--- src/hw/rtl/bb3_pkg.sv ---
// Shared constants and types of the 3x3 box blur.
`default_nettype none

package bb3_pkg;

  localparam int MAX_DIM          = 1024;
  localparam int CHANNEL_BITS     = 16;
  localparam int PORT_CH_W        = 16;
  localparam int POS_W            = 10;
  localparam int SIZE_W           = 11;
  localparam int IMAGE_SIZE_RESET = 1024;

  // Result slots of one pixel, in raster order of the results
  localparam int N_OUT   = 4;
  localparam int SLOT_A0 = 0;  // row r-1, column c-1
  localparam int SLOT_A1 = 1;  // row r-1, column c
  localparam int SLOT_B0 = 2;  // row r, column c-1
  localparam int SLOT_B1 = 3;  // row r, column c

  typedef struct packed {
    logic [N_OUT-1:0] mask;
    logic             r2;
    logic             r1;
    logic             c2;
    logic             c1;
  } ctl_t;

endpackage

`default_nettype wire

--- src/hw/rtl/bb3_scale.sv ---
// Mean by reciprocal multiply: divisor select stage, then product register.
`default_nettype none

module bb3_scale #(
  parameter int CHANNEL_BITS = bb3_pkg::CHANNEL_BITS,
  parameter int CNT_W        = 10
) (
  input  logic                    clk_i,
  input  logic                    rst_ni,
  input  logic                    in_valid_i,
  output logic                    in_ready_o,
  input  logic [CHANNEL_BITS+3:0] sum_i [3],
  input  logic [1:0]              rows_i,
  input  logic [1:0]              cols_i,
  input  logic [CNT_W-1:0]        row_i,
  input  logic [CNT_W-1:0]        col_i,
  input  logic                    last_i,
  output logic                    out_valid_o,
  input  logic                    out_ready_i,
  output logic [CHANNEL_BITS-1:0] quot_o [3],
  output logic [CNT_W-1:0]        row_o,
  output logic [CNT_W-1:0]        col_o,
  output logic                    last_o
);

  localparam int     SW   = CHANNEL_BITS + 4;
  localparam int     SH   = SW + 4;
  localparam int     MW   = SH + 1;
  localparam int     PRW  = SW + MW;
  localparam longint ONE  = longint'(1) << SH;
  localparam logic [MW-1:0] RCP1 = MW'(ONE);
  localparam logic [MW-1:0] RCP2 = MW'(ONE / 2);
  localparam logic [MW-1:0] RCP3 = MW'((ONE + 2) / 3);
  localparam logic [MW-1:0] RCP4 = MW'(ONE / 4);
  localparam logic [MW-1:0] RCP6 = MW'((ONE + 5) / 6);
  localparam logic [MW-1:0] RCP9 = MW'((ONE + 8) / 9);

  logic             s3_v_q, s4_v_q, s4_free, s3_adv;
  logic [SW-1:0]    sum_q [3];
  logic [1:0]       rows_q, cols_q;
  logic [CNT_W-1:0] row3_q, col3_q, row4_q, col4_q;
  logic             last3_q, last4_q;
  logic [3:0]       div;
  logic [MW-1:0]    recip;
  logic [PRW-1:0]   prod_q [3];

  assign s4_free    = !s4_v_q || out_ready_i;
  assign s3_adv     = s3_v_q && s4_free;
  assign in_ready_o = !s3_v_q || s4_free;

  // Look up the reciprocal of the neighbour count
  assign div = {2'b00, rows_q} * {2'b00, cols_q};
  always_comb begin
    case (div)
      4'd2:    recip = RCP2;
      4'd3:    recip = RCP3;
      4'd4:    recip = RCP4;
      4'd6:    recip = RCP6;
      4'd9:    recip = RCP9;
      default: recip = RCP1;
    endcase
  end

  // Advance the valid flags
  always_ff @(posedge clk_i or negedge rst_ni) begin
    if (!rst_ni) begin
      s3_v_q <= 1'b0;
      s4_v_q <= 1'b0;
    end else begin
      if (in_valid_i && in_ready_o) begin
        s3_v_q <= 1'b1;
      end else if (s3_adv) begin
        s3_v_q <= 1'b0;
      end
      if (s3_adv) begin
        s4_v_q <= 1'b1;
      end else if (out_ready_i) begin
        s4_v_q <= 1'b0;
      end
    end
  end

  // Hold the sums, then the products
  always_ff @(posedge clk_i) begin
    if (in_valid_i && in_ready_o) begin
      sum_q   <= sum_i;
      rows_q  <= rows_i;
      cols_q  <= cols_i;
      row3_q  <= row_i;
      col3_q  <= col_i;
      last3_q <= last_i;
    end
    if (s3_adv) begin
      for (int k = 0; k < 3; k++) begin
        prod_q[k] <= PRW'(sum_q[k]) * PRW'(recip);
      end
      row4_q  <= row3_q;
      col4_q  <= col3_q;
      last4_q <= last3_q;
    end
  end

  assign out_valid_o = s4_v_q;
  assign row_o       = row4_q;
  assign col_o       = col4_q;
  assign last_o      = last4_q;
  always_comb begin
    for (int k = 0; k < 3; k++) begin
      quot_o[k] = prod_q[k][SH +: CHANNEL_BITS];
    end
  end

endmodule

`default_nettype wire

--- config.mk ---
export PLATFORM = sky130hd
export DESIGN_NAME = bb3_scale
export DESIGN_NICKNAME = d
export VERILOG_FILES = /design/src/hw/rtl/bb3_pkg.sv /design/src/hw/rtl/bb3_scale.sv
export SDC_FILE = /design/constraint.sdc
export NUM_CORES = 2
export LEC_CHECK = 0
export ABC_AREA = 1
export BUFFER_PORTS_ARGS = -buffer_cell sky130_fd_sc_hd__buf_2
export CAP_MARGIN = 20
export CORE_ASPECT_RATIO = 1.5
export CORE_UTILIZATION = 59
export CTS_CLUSTER_DIAMETER = 40
export DETAILED_ROUTE_END_ITERATION = 12
export PLACE_DENSITY = 0.8
export SYNTH_ARGS = -nofsm -noshare
export SYNTH_HDL_FRONTEND = slang
export SYNTH_SLANG_ARGS = --single-unit
--- constraint.sdc ---
create_clock -name clk_i -period 7.65 [get_ports clk_i]
set_clock_uncertainty 0.1 [all_clocks]
set_input_delay 0.765 -clock clk_i [delete_from_list [all_inputs] [get_ports clk_i]]
set_output_delay 0.765 -clock clk_i [all_outputs]
set_load 0.1 [all_outputs]
==> metrics.yaml <==
die:
  top_level_ports: 160
  die_w_um: 216
  dieArea_um2: 69600
  die_h_um: 323
  coreArea_um2: 67800
  fp-row-count: 117
  start_util: 0.596
sta:
  layout_setup_ws_ns: 0.153
  max-slew-margin-rel: 0.384
  tightest_slew_ns: 0.925
  finalCritPeriodShare: 0.980
  fmax_ghz: 0.133
  finalHoldViolCount: 0
  finalSetupViolations: 0
  period_needed_ns: 7.50
  drv_slew: 0
  rsz0062_at_grt: "true"
critical_path:
  cpLargestDelayFamily: "adder cells"
  slowest_stage: "fa_1"
  crit_path_max_incr_delay_ns: 0.59
  cp.arrival_ns: 7.67
  crit_top_cell: "fa_1"
  worstSetupPathType: "flop to flop"
  crit_required_ns: 7.82
  timing.critical_path.buf_inv: 13
  start_kind: "flop"
  crit_path_end_kind: "flop"
  critPathMaxFanout: 7
flow_run:
  drv_cap: 0
power:
  p_total_mw: 13.6
  power_leakage_nw: 25.5
  ir_drop_mv: 0.502
  cellPowerDensity_nw_per_um2: 287
routing:
  wl_mm: 129
  drtIter0Drc: 2088
  vias_per_cell: 5.42
  wl_per_cell_um: 21.9
  route.detailed.drc: 0
  drt_first_pass_iters: 6
  vias: 32000
  antenna_left: 0
yosys:
  synth_warnings: 0
  yosysSeqAreaShare: 0.116
  synth-seq-cells: 156
  synth_area_per_cell_um2: 9.03
  syn-instance-count: 4476
  syn_area_um2: 40400
  synth_nets: 5870
  synthDistinctLibCells: 50
clock_tree:
  htree_levels: 4
  clock_latency_ns: 0.52
  cts_root_buf: "clkbuf_16"
  numCtsBuffers: 17
  clk_pin_slew_ns: 0.09
  cts_tree: "built"
  cts.path.max_buffers: 2
  cts_num_sinks: 156
layout:
  area_growth_pct: 17.4
  fill_cells: 5265
  antenna_cells: 0
  layout_commonest_cell: "inv_1"
  finalNetCount: 6380
  drive_gt1_frac: 0.193
  layout_common_cells: "1380 x inv_1, 856 x fa_1, 491 x nand2_1"
grt:
  antenna_found_initial: 1
  grt_max_degree: 58
  grt_pass1_vias: 35100
  track_usage: 0.381
  overflow: 0
  grt_pass1_wl_mm: 195
min_path:
  hold_path_class: "input pin to flop"
placement:
  place.gp.congestion: 1.09
  portBuffers: 159
  post-dp-hpwl_mm: 111
  place_ws_ns: -0.115
run_status:
  status: "complete, no violations"
-- layer usage --
layer | track usage | wire, um | vias up
li1 | - | - | 14100
met3 | 0.0521 | 7700 | 566
met4 | 0.279 | 11700 | 0
met5 | 0 | 0 | -
met1 | 0.423 | 44100 | 15800
met2 | 0.670 | 65500 | 1459
-- flip-flops by register name (all words and copies together), names as in the netlist, 2 cells and up --
| register | flops |
|---|---|
| row_o | 10 |
| rows_q | 2 |
| row3_q | 10 |
| sum_q | 60 |
| col3_q | 10 |
| prod_q | 48 |
| col_o | 10 |
| cols_q | 2 |
-- Yosys cell counts (all sizes together) --
master	count	area, um2
clkbuf	24	90.1
o22ai	1	6.26
edfxtp	154	4620
nor4	9	56.3
o311ai	1	8.76
inv	1423	5340
nor2b	1	6.26
o21bai	20	154
a21boi	8	60.1
o21a	12	90.1
or3	1	6.26
ha	407	5090
xor2	38	333
and2	4	25.0
o211ai	9	72.6
or2	3	18.8
a21oi	136	681
buf	22	113
or3b	1	8.76
nand2	556	2180
a31oi	13	81.3
and3	3	18.8
nand3	75	385
xnor2	25	219
fa	898	18000
nor3	23	126
nand4	19	119
o21ai	95	479
nand3b	2	15.0
nor2	461	1760
clkinv	2	8.75
dfrtp	2	50.1
a21o	28	210
-- power by group --
| part | internal [mW] | switching, mW |
|---|---|---|
| logic | 4.20 | 7.05 |
| registers | 1.31 | 0.0886 |
| clock network | 0.445 | 0.508 |
| total | 5.96 | 7.65 |
-- through the flow --
stage	hold WS, ns	cells	setup TNS, ns	instance area (um2)	utilization
floorplan	0.300	4476	0	40400	-
global placement	0.300	5811	-0.0410	44700	0.659
detailed placement	0.311	5811	-0.341	44700	0.659
CTS	0.282	5847	-0.0585	45400	0.670
global route	0.298	5891	-1.85	47400	0.700
finish	0.310	5891	0	47400	0.700
-- worst register-to-register path, delay by kind of cell (launching register included) --
family | cells | cell delay, ns
compound gates | 2 | 0.36
xor+xnor | 1 | 0.16
fa+ha+maj | 10 | 4.09
buf+inv | 13 | 1.30
flops | 1 | 0.41
simple gates | 10 | 0.85
-- worst paths after layout --
path / start / slack [ns] / end / depth (start not counted)
min in group asynchronous: rst_ni / 0.46 / out_valid_o / 2
max in group asynchronous: rst_ni / 6.89 / s3_v_q / 2
worst min-delay path: col_i[9] / 0.31 / col3_q[9] / 1
worst min register to register: row3_q[7] / 0.32 / row_o[7] / 0
worst max register to register: rows_q[1] / 0.15 / prod_q[0][38] / 36
worst max-delay path: rows_q[1] / 0.15 / prod_q[0][38] / 36
-- timing repair --
action / CTS / global route
setup endpoints to repair: 13 / 48
pin swaps: 0 / 138
cloned: 0 / 1
hold buffers: 1 / 0
buffers inserted: 3 / 45
hold endpoints to repair: 2 / 0
resized for setup: 12 / 470
-- final cells by class --
class                           count  area [um2]  share of cell area
Inverter                         1425        5370               0.113
Clock buffer                       17         425             0.00897
Sequential cell                   156        4670              0.0986
Clock inverter                     15         195             0.00412
Timing Repair Buffer              537        3900              0.0822
Multi-Input combinational cell   2849       31700               0.669
Tap cell                          892        1120              0.0235
-- cells by family after synthesis --
family                   share of synthesized area
buffers and inverters                        0.137
AO/OA/AOI/OAI                               0.0456
XOR/XNOR                                    0.0137
adder cells (fa/ha/maj)                      0.571
flip-flops                                   0.116
AND/OR/NAND/NOR                              0.117
Note: power is estimated with default switching activity, not from simulation.
