--- src/hw/rtl/bb3_pkg.sv ---
// Shared constants and types of the 3x3 box blur.
`default_nettype none

package bb3_pkg;

  localparam int MAX_DIM          = 1024;
  localparam int CHANNEL_BITS     = 16;
  localparam int PORT_CH_W        = 16;
  localparam int POS_W            = 10;
  localparam int SIZE_W           = 11;
  localparam int IMAGE_SIZE_RESET = 1024;

  // Result slots of one pixel, in raster order of the results
  localparam int N_OUT   = 4;
  localparam int SLOT_A0 = 0;  // row r-1, column c-1
  localparam int SLOT_A1 = 1;  // row r-1, column c
  localparam int SLOT_B0 = 2;  // row r, column c-1
  localparam int SLOT_B1 = 3;  // row r, column c

  typedef struct packed {
    logic [N_OUT-1:0] mask;
    logic             r2;
    logic             r1;
    logic             c2;
    logic             c1;
  } ctl_t;

endpackage

`default_nettype wire

--- src/hw/rtl/bb3_emit.sv ---
// Result sequencer: one neighbourhood sum per cycle, while the scaler takes them, from the column sums of a pixel.
`default_nettype none

module bb3_emit #(
  parameter int CHANNEL_BITS = bb3_pkg::CHANNEL_BITS,
  parameter int CNT_W        = 10
) (
  input  logic                  clk_i,
  input  logic                  rst_ni,
  input  logic                  in_valid_i,
  output logic                  in_ready_o,
  input  bb3_pkg::ctl_t         ctl_i,
  input  logic [CNT_W-1:0]      row_i,
  input  logic [CNT_W-1:0]      col_i,
  input  logic [CHANNEL_BITS+1:0] va_i [3][3],
  input  logic [CHANNEL_BITS+1:0] vb_i [3][3],
  output logic                  out_valid_o,
  input  logic                  out_ready_i,
  output logic [CHANNEL_BITS+3:0] out_sum_o [3],
  output logic [1:0]            out_rows_o,
  output logic [1:0]            out_cols_o,
  output logic [CNT_W-1:0]      out_row_o,
  output logic [CNT_W-1:0]      out_col_o,
  output logic                  out_last_o
);

  localparam int VW = CHANNEL_BITS + 2;
  localparam int SW = CHANNEL_BITS + 4;
  localparam int NO = bb3_pkg::N_OUT;

  logic [NO-1:0]    pend_q, pend_d, sel;
  logic             r2_q, r1_q, c2_q, c1_q;
  logic [CNT_W-1:0] row_q, col_q;
  logic [VW-1:0]    va_q [3][3];
  logic [VW-1:0]    vb_q [3][3];
  logic             is_b, is_c, in_fire, out_fire;

  // Pick the earliest pending result
  assign sel  = pend_q & (~pend_q + NO'(1));
  assign is_b = sel[bb3_pkg::SLOT_B0] | sel[bb3_pkg::SLOT_B1];
  assign is_c = sel[bb3_pkg::SLOT_A1] | sel[bb3_pkg::SLOT_B1];

  assign out_valid_o = (pend_q != '0);
  assign out_last_o  = ((pend_q & ~sel) == '0);
  assign out_fire    = out_valid_o && out_ready_i;
  assign in_ready_o  = (pend_q == '0) || (out_ready_i && out_last_o);
  assign in_fire     = in_valid_i && in_ready_o;

  // Add the columns of the chosen result
  always_comb begin
    for (int k = 0; k < 3; k++) begin
      if (is_c) begin
        out_sum_o[k] = (c1_q ? SW'(is_b ? vb_q[1][k] : va_q[1][k]) : '0)
                     + SW'(is_b ? vb_q[2][k] : va_q[2][k]);
      end else begin
        out_sum_o[k] = (c2_q ? SW'(is_b ? vb_q[0][k] : va_q[0][k]) : '0)
                     + SW'(is_b ? vb_q[1][k] : va_q[1][k])
                     + SW'(is_b ? vb_q[2][k] : va_q[2][k]);
      end
    end
  end

  assign out_rows_o = is_b ? (r1_q ? 2'd2 : 2'd1) : (r2_q ? 2'd3 : 2'd2);
  assign out_cols_o = is_c ? (c1_q ? 2'd2 : 2'd1) : (c2_q ? 2'd3 : 2'd2);
  assign out_row_o  = is_b ? row_q : row_q - CNT_W'(1);
  assign out_col_o  = is_c ? col_q : col_q - CNT_W'(1);

  // Drop each result as it leaves, load the next pixel's set
  always_comb begin
    pend_d = pend_q;
    if (out_fire) begin
      pend_d = pend_q & ~sel;
    end
    if (in_fire) begin
      pend_d = ctl_i.mask;
    end
  end

  always_ff @(posedge clk_i or negedge rst_ni) begin
    if (!rst_ni) begin
      pend_q <= '0;
    end else begin
      pend_q <= pend_d;
    end
  end

  // Hold the column sums of the pixel in service
  always_ff @(posedge clk_i) begin
    if (in_fire) begin
      r2_q  <= ctl_i.r2;
      r1_q  <= ctl_i.r1;
      c2_q  <= ctl_i.c2;
      c1_q  <= ctl_i.c1;
      row_q <= row_i;
      col_q <= col_i;
      va_q  <= va_i;
      vb_q  <= vb_i;
    end
  end

endmodule

`default_nettype wire

--- config.mk ---
export PLATFORM = sky130hd
export DESIGN_NAME = bb3_emit
export DESIGN_NICKNAME = d
export VERILOG_FILES = /design/src/hw/rtl/bb3_pkg.sv /design/src/hw/rtl/bb3_emit.sv
export SDC_FILE = /design/constraint.sdc
export NUM_CORES = 1
export LEC_CHECK = 0
export BUFFER_PORTS_ARGS = -buffer_cell sky130_fd_sc_hd__buf_2
export CAP_MARGIN = 0
export CORE_MARGIN = 2
export CORE_UTILIZATION = 40
export CTS_CLUSTER_DIAMETER = 40
export DETAILED_ROUTE_END_ITERATION = 12
export HOLD_SLACK_MARGIN = 0.12
export SKIP_CTS_REPAIR_TIMING = 1
export SYNTH_ARGS = -nofsm -noshare
export SYNTH_HDL_FRONTEND = slang
export SYNTH_SLANG_ARGS = --single-unit
--- constraint.sdc ---
create_clock -name clk_i -period 11.9 [get_ports clk_i]
set_input_delay 2.975 -clock clk_i [delete_from_list [all_inputs] [get_ports clk_i]]
set_output_delay 2.975 -clock clk_i [all_outputs]
set_load 0.01 [all_outputs]
==> results.txt, run 1 <==
RSZ-0062 raised after global routing -> false
Via Count -> 15300
CP arrival -> 6210 ps
Layout cells sized above 1 -> 24.4%
Startpoint Class -> register
Hold slack -> 624 ps
Global router's overall resource usage -> 22.1%
Commonest non-fill, non-tap cell in the layout -> buf_2
Htree depth -> 2
Post-DRT Antenna Nets -> 0
Mapped Area -> 20200 µm²
Total CTS buffers -> 60
Chip height -> 228 µm
Row count -> 82
Clock sinks -> 352
Worst-Skew Late Latency -> 600 ps
Area grow syn2layout -> 24.3%
EDFF count, synth -> 348
CTS tree -> built
DR iter-0 viols -> 927
Crit Path Class -> reg -> out
Critical path endpoint category -> output port
Drt via density -> 5.06
HPWL after DPL -> 43.6 mm
Worst hold-check path type -> reg -> reg
Ys flop type -> edfxtp_1
Root buffer cell -> clkbuf_16
Max Cap Viol -> 0
Initial antenna violation count -> 3
Crit Path Max Fanout -> 57
Post-synth ARST share -> 1.14%
Mapped Cells -> 1846
Sequential area share after synthesis -> 52.3%
Distinct cells, synth -> 74
Global-route wire length before repair -> 88.8 mm
Yosys Warn Count -> 0
Slew margin rel. -> 25.4%
Max Fclk -> 109 MHz
Clk pin slew, worst setup/hold paths -> 50 ps
DR WL/cell -> 19.2 µm
Final setup vio count -> 0
CP required -> 8930 ps
Die area -> 52200 µm²
CTS Buffer Depth -> 3
Fill cells -> 4542
DIE WIDTH -> 228 µm
Outcome -> finished, final reports clean
Fin. Hold Viols -> 0
Post-synth net total -> 2366
# IOs -> 443
Pin count of the biggest net entering global routing -> 160
Syn Area/Cell -> 10.9 µm²
Remaining DRCs -> 0
CORE AREA -> 50000 µm²
Max Slew Vio Count -> 0
Buffers on Ports -> 442
Vias in the first global route -> 15800
Crit share post-route -> 77.2%
DRT Pass-1 Iters -> 5
Worst-Margin Slew -> 1120 ps
Clock skew -> 16.7 ps
Most frequent cells in the layout -> 442 x buf_2, 430 x nand2_1, 348 x edfxtp_1, 109 x a21oi_1, 107 x ha_1
Placer congestion estimate -> 0.932
Post-Route WL -> 58.0 mm
Minimum clock period after layout -> 9180 ps
Setup tns final -> 0 ps
Starting density of the core -> 40.3%
# nets final -> 2820
Number of synthesized register bits -> 352
GRT overflow -> 0
## flip-flops by register name (all words and copies together) (netlist names)
| name | flops |
|---|---|
| pend_q | 4 |
| c2_q | 1 |
| r1_q | 1 |
| row_q | 10 |
| va_q | 162 |
| col_q | 10 |
| vb_q | 162 |
| r2_q | 1 |
| c1_q | 1 |
## synthesized netlist by cell type (7+ instances only)
library cell | count | area share [%]
a211oi_1 | 8 | 0.30
a21boi_0 | 36 | 1.3
a21o_1 | 30 | 1.1
a21oi_1 | 109 | 2.7
a31oi_1 | 12 | 0.37
and2_1 | 37 | 1.1
buf_1 | 11 | 0.20
clkbuf_1 | 48 | 0.89
edfxtp_1 | 348 | 52
fa_1 | 57 | 5.7
ha_1 | 107 | 6.6
inv_1 | 88 | 1.6
mux2i_1 | 43 | 2.1
nand2_1 | 431 | 8.0
nand2b_1 | 22 | 0.68
nand3_1 | 27 | 0.67
nor2_1 | 74 | 1.4
nor2b_1 | 34 | 1.1
nor3_1 | 28 | 0.70
nor4_1 | 7 | 0.22
o21a_1 | 16 | 0.60
o21ai_0 | 52 | 1.3
o21bai_1 | 9 | 0.34
o31ai_1 | 11 | 0.41
or3_1 | 14 | 0.43
xnor2_1 | 58 | 2.5
xor2_1 | 39 | 1.7
## cell type report
class | count | area [µm²] | area share, %
clock inverters | 41 | 380 | 1.52
flip-flops and latches | 352 | 10600 | 42.1
well taps | 672 | 841 | 3.36
repair buffers | 453 | 2310 | 9.21
multi-input cells | 1345 | 9070 | 36.2
clock buffers | 69 | 1570 | 6.25
diodes | 4 | 10.0 | 0.0400
inverters | 88 | 330 | 1.32
## kinds of logic (layout without fill, tap and decap cells)
kind of cell,after synthesis,in the layout,synth area share (%)
AOI/OAI and AO/OA,336,336,10.7
xor gates and xnor gates,97,97,4.22
adders and majority gates,166,166,12.4
buffers and inverters,149,651,2.79
DFF,352,352,52.3
muxes,43,43,2.14
other,0,4,0
and+or+nand+nor,703,703,15.4
## routing by layer
layer  routed length, µm  track usage (%)  up-vias
met5                  11                0        -
met4                1810             7.84        2
met3                3350             4.60       90
met2               29900             40.1      431
met1               22900             25.7     7342
li1                    -                -     7447
## worst paths after layout
| kind | startpoint | to | slack [ps] | cells past startpoint |
|---|---|---|---|---|
| worst max-delay path | pend_q[1] | out_sum_o[13] | 2720 | 18 |
| worst min-delay path | pend_q[2] | pend_q[2] | 620 | 1 |
| worst max register to register | pend_q[1] | vb_q[133] | 7800 | 6 |
| worst min register to register | pend_q[2] | pend_q[2] | 620 | 1 |
| max in group asynchronous | rst_ni | pend_q[1] | 9600 | 1 |
| min in group asynchronous | rst_ni | pend_q[3] | 2180 | 1 |
## worst max-delay path, stage by stage, from the launching register on
cell and delay (ps):
dfrtp_1 450, nor2_1 540, nand2_4 600, buf_4 500
nand2_1 110, a21boi_0 210, ha_1 260, or3_1 370
ha_1 350, nor2b_1 160, o31ai_1 490, a211oi_1 250
or2_1 280, o21ai_0 210, nand2b_1 80, a21oi_1 180
xor2_1 160, o22ai_1 110, buf_2 190
## per-stage QoR
step | util [%] | std cells | setup slack [ps] | cell area, µm²
6_report | 50.1 | 3024 | 2720 | 25100
5_1_grt | 50.1 | 3021 | 2180 | 25000
3_5_place_dp | 46.2 | 2910 | 3260 | 23100
4_1_cts | 50.1 | 3020 | 2590 | 25000
2_1_floorplan | - | 1846 | 3600 | 20200
3_3_place_gp | 46.2 | 2910 | 3340 | 23100
Power of run 1 is left out: the tool's default activity adds up to more than one toggle a clock period on the data nets, which glitch-free logic cannot reach.
==> inputs of run 2 (changes only) <==
Clock period 11.9 ns to 8.2 ns, I/O delays scaled along.
==> run 2 against run 1 <==
Against the previous run:
- critical endpoint is now out_sum_o[58]
- critical path type unchanged
- final area rose by 1.0%
- non-clock buffer count rose by 12
- critical path depth fell by 2
- final cell count rose by 0.66%
==> results.txt, run 2 (synthesized netlist as in run 1, its figures left out) <==
Outcome -> finished, final reports clean
Crit Path Max Fanout -> 27
Setup tns final -> 0 ps
DRT Pass-1 Iters -> 5
Minimum clock period after layout -> 7620 ps
Worst hold-check path type -> reg -> reg
CORE AREA -> 50000 µm²
Vias in the first global route -> 15900
Startpoint Class -> register
GRT overflow -> 0
Most frequent cells in the layout -> 442 x buf_2, 430 x nand2_1, 348 x edfxtp_1, 109 x a21oi_1, 107 x ha_1
Max Fclk -> 131 MHz
Via Count -> 15500
Slew margin rel. -> 37.5%
Initial antenna violation count -> 10
CTS Buffer Depth -> 3
Met3 Use GR -> 5.20%
Max Slew Vio Count -> 0
Drt via density -> 5.09
CTS tree -> built
Area grow syn2layout -> 25.6%
# nets final -> 2834
Clock sinks -> 352
Pin count of the biggest net entering global routing -> 150
Post-DRT Antenna Nets -> 0
Htree depth -> 2
Placer congestion estimate -> 0.917
Commonest non-fill, non-tap cell in the layout -> buf_2
Layout cells sized above 1 -> 25.0%
Worst-Margin Slew -> 936 ps
Root buffer cell -> clkbuf_16
Chip height -> 228 µm
CP arrival -> 5570 ps
GRT met1 Usage -> 26.1%
Critical path endpoint category -> output port
Fin. Hold Viols -> 0
Crit Path Class -> reg -> out
Global routing met2 resource utilization -> 41.0%
Global router's overall resource usage -> 22.6%
Buffers on Ports -> 442
Biggest regs -> va_q (162), vb_q (162)
DR WL/cell -> 19.6 µm
Worst-Skew Late Latency -> 620 ps
Final setup vio count -> 0
RSZ-0062 raised after global routing -> false
Hold path depth -> 2
Clk pin slew, worst setup/hold paths -> 50 ps
CP required -> 6150 ps
Max Cap Viol -> 0
DIE WIDTH -> 228 µm
Global-route wire length before repair -> 90.6 mm
Row count -> 82
# IOs -> 443
Clock skew -> 16.4 ps
Remaining DRCs -> 0
Crit share post-route -> 92.9%
Die area -> 52200 µm²
Core Util, Final -> 50.6%
HPWL after DPL -> 44.9 mm
Post-Route WL -> 59.7 mm
DR iter-0 viols -> 954
Starting density of the core -> 40.3%
Reg2reg path depth -> 7
Top Usage Layer GRT -> met2
Total CTS buffers -> 61
run 2: changes by cell type in the layout (fill, tap and decap cells not counted), sizes merged:
cell | before | now
buf | 453 | 465
bufinv | 2 | 4
clkbuf | 69 | 66
clkinv | 15 | 21
clkinvlp | 6 | 3
diode | 4 | 6
inv | 106 | 109
nor2 | 76 | 77
run 2: path summary, 6_finish.rpt:
check	slack (ps)	to	startpoint
worst min register to register	620	pend_q[3]	pend_q[3]
max in group asynchronous	6850	pend_q[0]	rst_ni
worst max register to register	4890	vb_q[11]	pend_q[2]
worst min-delay path	620	pend_q[3]	pend_q[3]
worst max-delay path	580	out_sum_o[58]	pend_q[1]
min in group asynchronous	1230	pend_q[2]	rst_ni
run 2: cell type report:
type	instances	area [µm²]
Fill cell	4554	24700
Sequential cell	352	10600
Multi-Input combinational cell	1346	9080
Timing Repair Buffer	465	2430
Clock buffer	66	1570
Tap cell	672	841
Clock inverter	49	490
Inverter	88	330
Antenna cell	6	15.0
run 2: worst max-delay path, stage by stage (launching register included):
cell and delay [ps]:
dfrtp_1 460, or2_4 350, nor2_8 560, buf_4 310, nand2_1 70, a21boi_0 260
fa_1 450, ha_1 370, nand3_1 160, or4_1 620, a21oi_1 240, nor3_1 100
o41ai_1 460, nor2_1 90, a21oi_1 120, o31a_1 170, buf_2 130
run 2: through the flow:
step / setup slack (ps) / instances / cell area, µm² / hold slack [ps]
3_3_place_gp: 945 / 2922 / 23200 / 582
6_report: 580 / 3044 / 25300 / 619
4_1_cts: 201 / 3037 / 25300 / 615
5_1_grt: 103 / 3043 / 25300 / 660
2_1_floorplan: 829 / 1846 / 20200 / 541
3_5_place_dp: 897 / 2922 / 23200 / 605
run 2: per-layer routing:
metal | routed length [µm] | vias to the layer above
met1 | 23500 | 7480
met3 | 3670 | 93
met5 | 69 | -
met4 | 1440 | 10
met2 | 31100 | 435
li1 | - | 7481
Power of run 2 is left out for the same reason.
==> inputs of run 3 (changes only) <==
Settings changed: CELL_PAD_IN_SITES_DETAIL_PLACEMENT from default to 1, CELL_PAD_IN_SITES_GLOBAL_PLACEMENT from default to 1, CORE_UTILIZATION 40 to 39, PLACE_DENSITY_LB_ADDON from default to 0.1.
==> run 3 against run 2 <==
Against the previous run:
- register-to-register slack worse by 370 ps
- core utilization down 0.88 points
- final cell count up 0.33%
- die area up 2.5%
- clock-buffer cell count down 4
- final area up 0.69%
- via count up 0.71%
==> results.txt, run 3 (synthesized netlist as in run 1, its figures left out) <==
Commonest non-fill, non-tap cell in the layout -> buf_2
Fill cells -> 5569
Minimum clock period after layout -> 7610 ps
Starting density of the core -> 39.4%
DR iter-0 viols -> 684
Crit share post-route -> 92.8%
Clock sinks -> 352
Most frequent cells in the layout -> 442 x buf_2, 430 x nand2_1, 348 x edfxtp_1, 109 x a21oi_1, 107 x ha_1
RSZ-0062 raised after global routing -> false
Global router's overall resource usage -> 23.7%
Fin. Hold Viols -> 0
Final setup vio count -> 0
Max Slew Vio Count -> 0
Biggest regs -> va_q (162), vb_q (162)
Post-Route WL -> 63.7 mm
Area grow syn2layout -> 26.4%
# IOs -> 443
Crit Path Max Fanout -> 20
Root buffer cell -> clkbuf_16
Critical path endpoint category -> output port
DR WL/cell -> 20.9 µm
Final Cell Area -> 25500 µm²
CTS Buffer Depth -> 3
Clk pin slew, worst setup/hold paths -> 50 ps
Worst path bufs/invs -> 4
Setup ws final -> 588 ps
Crit Reg-Reg Endpoint -> vb_q[34]
Die area -> 53500 µm²
Total CTS buffers -> 59
Outcome -> finished, final reports clean
Layout cells sized above 1 -> 25.0%
Area after DPL -> 23300 µm²
CP peak stage delay -> 560 ps
Setup tns final -> 0 ps
CORE AREA -> 51200 µm²
GRT overflow -> 0
Vias in the first global route -> 17000
Hold EP -> pend_q[3]
Worst R2R Start -> pend_q[2]
Slew margin rel. -> 26.9%
Worst hold-check path type -> reg -> reg
Cell seen most often among critical-path stages -> nand2_1
Buffers on Ports -> 442
Htree depth -> 2
Reg2reg path depth -> 7
HPWL after DPL -> 48.4 mm
Startpoint Class -> register
Drt via density -> 5.11
Core Util, Final -> 49.8%
Post-DRT Antenna Nets -> 0
Chip height -> 231 µm
Via Count -> 15600
DIE WIDTH -> 231 µm
Worst-Margin Slew -> 1100 ps
Worst-Skew Late Latency -> 600 ps
# nets final -> 2833
Crit path cell chain -> or2_4, nor2_8, buf_12, nand2_1, nand2_1, nand2_1, fa_1, inv_1, ha_1, inv_1, fa_1, nor2b_1, o31ai_1, a211oi_1, or2_1, o21ai_0, nand2b_1, a21oi_1, xor2_1, o22ai_1, buf_2
Dpl ws -> 1070 ps
CP arrival -> 5560 ps
Max Fclk -> 131 MHz
Initial antenna violation count -> 12
Worst path top cell family by delay -> simple AND/OR/NAND/NOR gates
Global-route wire length before repair -> 97.0 mm
Max Cap Viol -> 0
Clock skew -> 22.9 ps
Pin count of the biggest net entering global routing -> 157
DRT Pass-1 Iters -> 5
Row count -> 83
Remaining DRCs -> 0
CP required -> 6150 ps
Placer congestion estimate -> 0.882
Crit path max-delay cell type -> fa_1
Crit Path Class -> reg -> out
CTS tree -> built
Hold path depth -> 2
Hold path start -> pend_q[3]
Worst R2R Setup Slack -> 4520 ps
-- run 3: cell count changes in the layout (fill, tap and decap cells not counted), sizes merged --
cell      change
inv          -13
bufinv        +9
clkinvlp      +6
clkbuf        -4
diode         +4
buf           +1
clkinv        -1
-- run 3: how the worst max path moves through the flow --
stage,from,to,slack (ps),cells after the start
5_1_grt,pend_q[1],out_sum_o[13],140,21
4_1_cts,pend_q[1],out_sum_o[13],380,21
2_1_floorplan,out_ready_i,pend_q[1],830,5
3_5_place_dp,pend_q[1],out_sum_o[13],1070,21
6_report,pend_q[1],out_sum_o[13],590,21
3_3_place_gp,pend_q[1],out_sum_o[13],1190,21
-- run 3: worst register-to-register path: stages (launching register included) --
cell and delay, ps:
dfrtp_1 440, nor2_2 520, nor2_1 120, o22ai_1 270
nand2_1 90, nand2_1 90, and2_4 780, buf_4 910
-- run 3: cell type report --
class	count	area [µm²]	share of cell area (%)
Clock buffer	62	1510	5.92
Multi-Input combinational cell	1346	9080	35.7
Sequential cell	352	10600	41.4
Antenna cell	10	25.0	0.0982
Tap cell	680	851	3.34
Timing Repair Buffer	466	2470	9.68
Inverter	88	330	1.30
Clock inverter	50	663	2.60
-- run 3: metrics by stage --
| stage | hold slack [ps] | std cells |
|---|---|---|
| final | 633 | 3054 |
| after global routing | 659 | 3052 |
| after CTS | 624 | 3043 |
| after detailed placement | 607 | 2931 |
| after global placement | 590 | 2931 |
| after floorplan | 541 | 1846 |
-- run 3: metal layers --
metal / vias to the layer above / global-route usage [%] / wire, µm
li1: 7472 / - / -
met1: 7733 / 27.0 / 25000
met2: 320 / 45.7 / 34800
met3: 84 / 3.69 / 2660
met4: 0 / 6.21 / 1320
met5: - / 0 / 0
Power of run 3 is left out for the same reason.
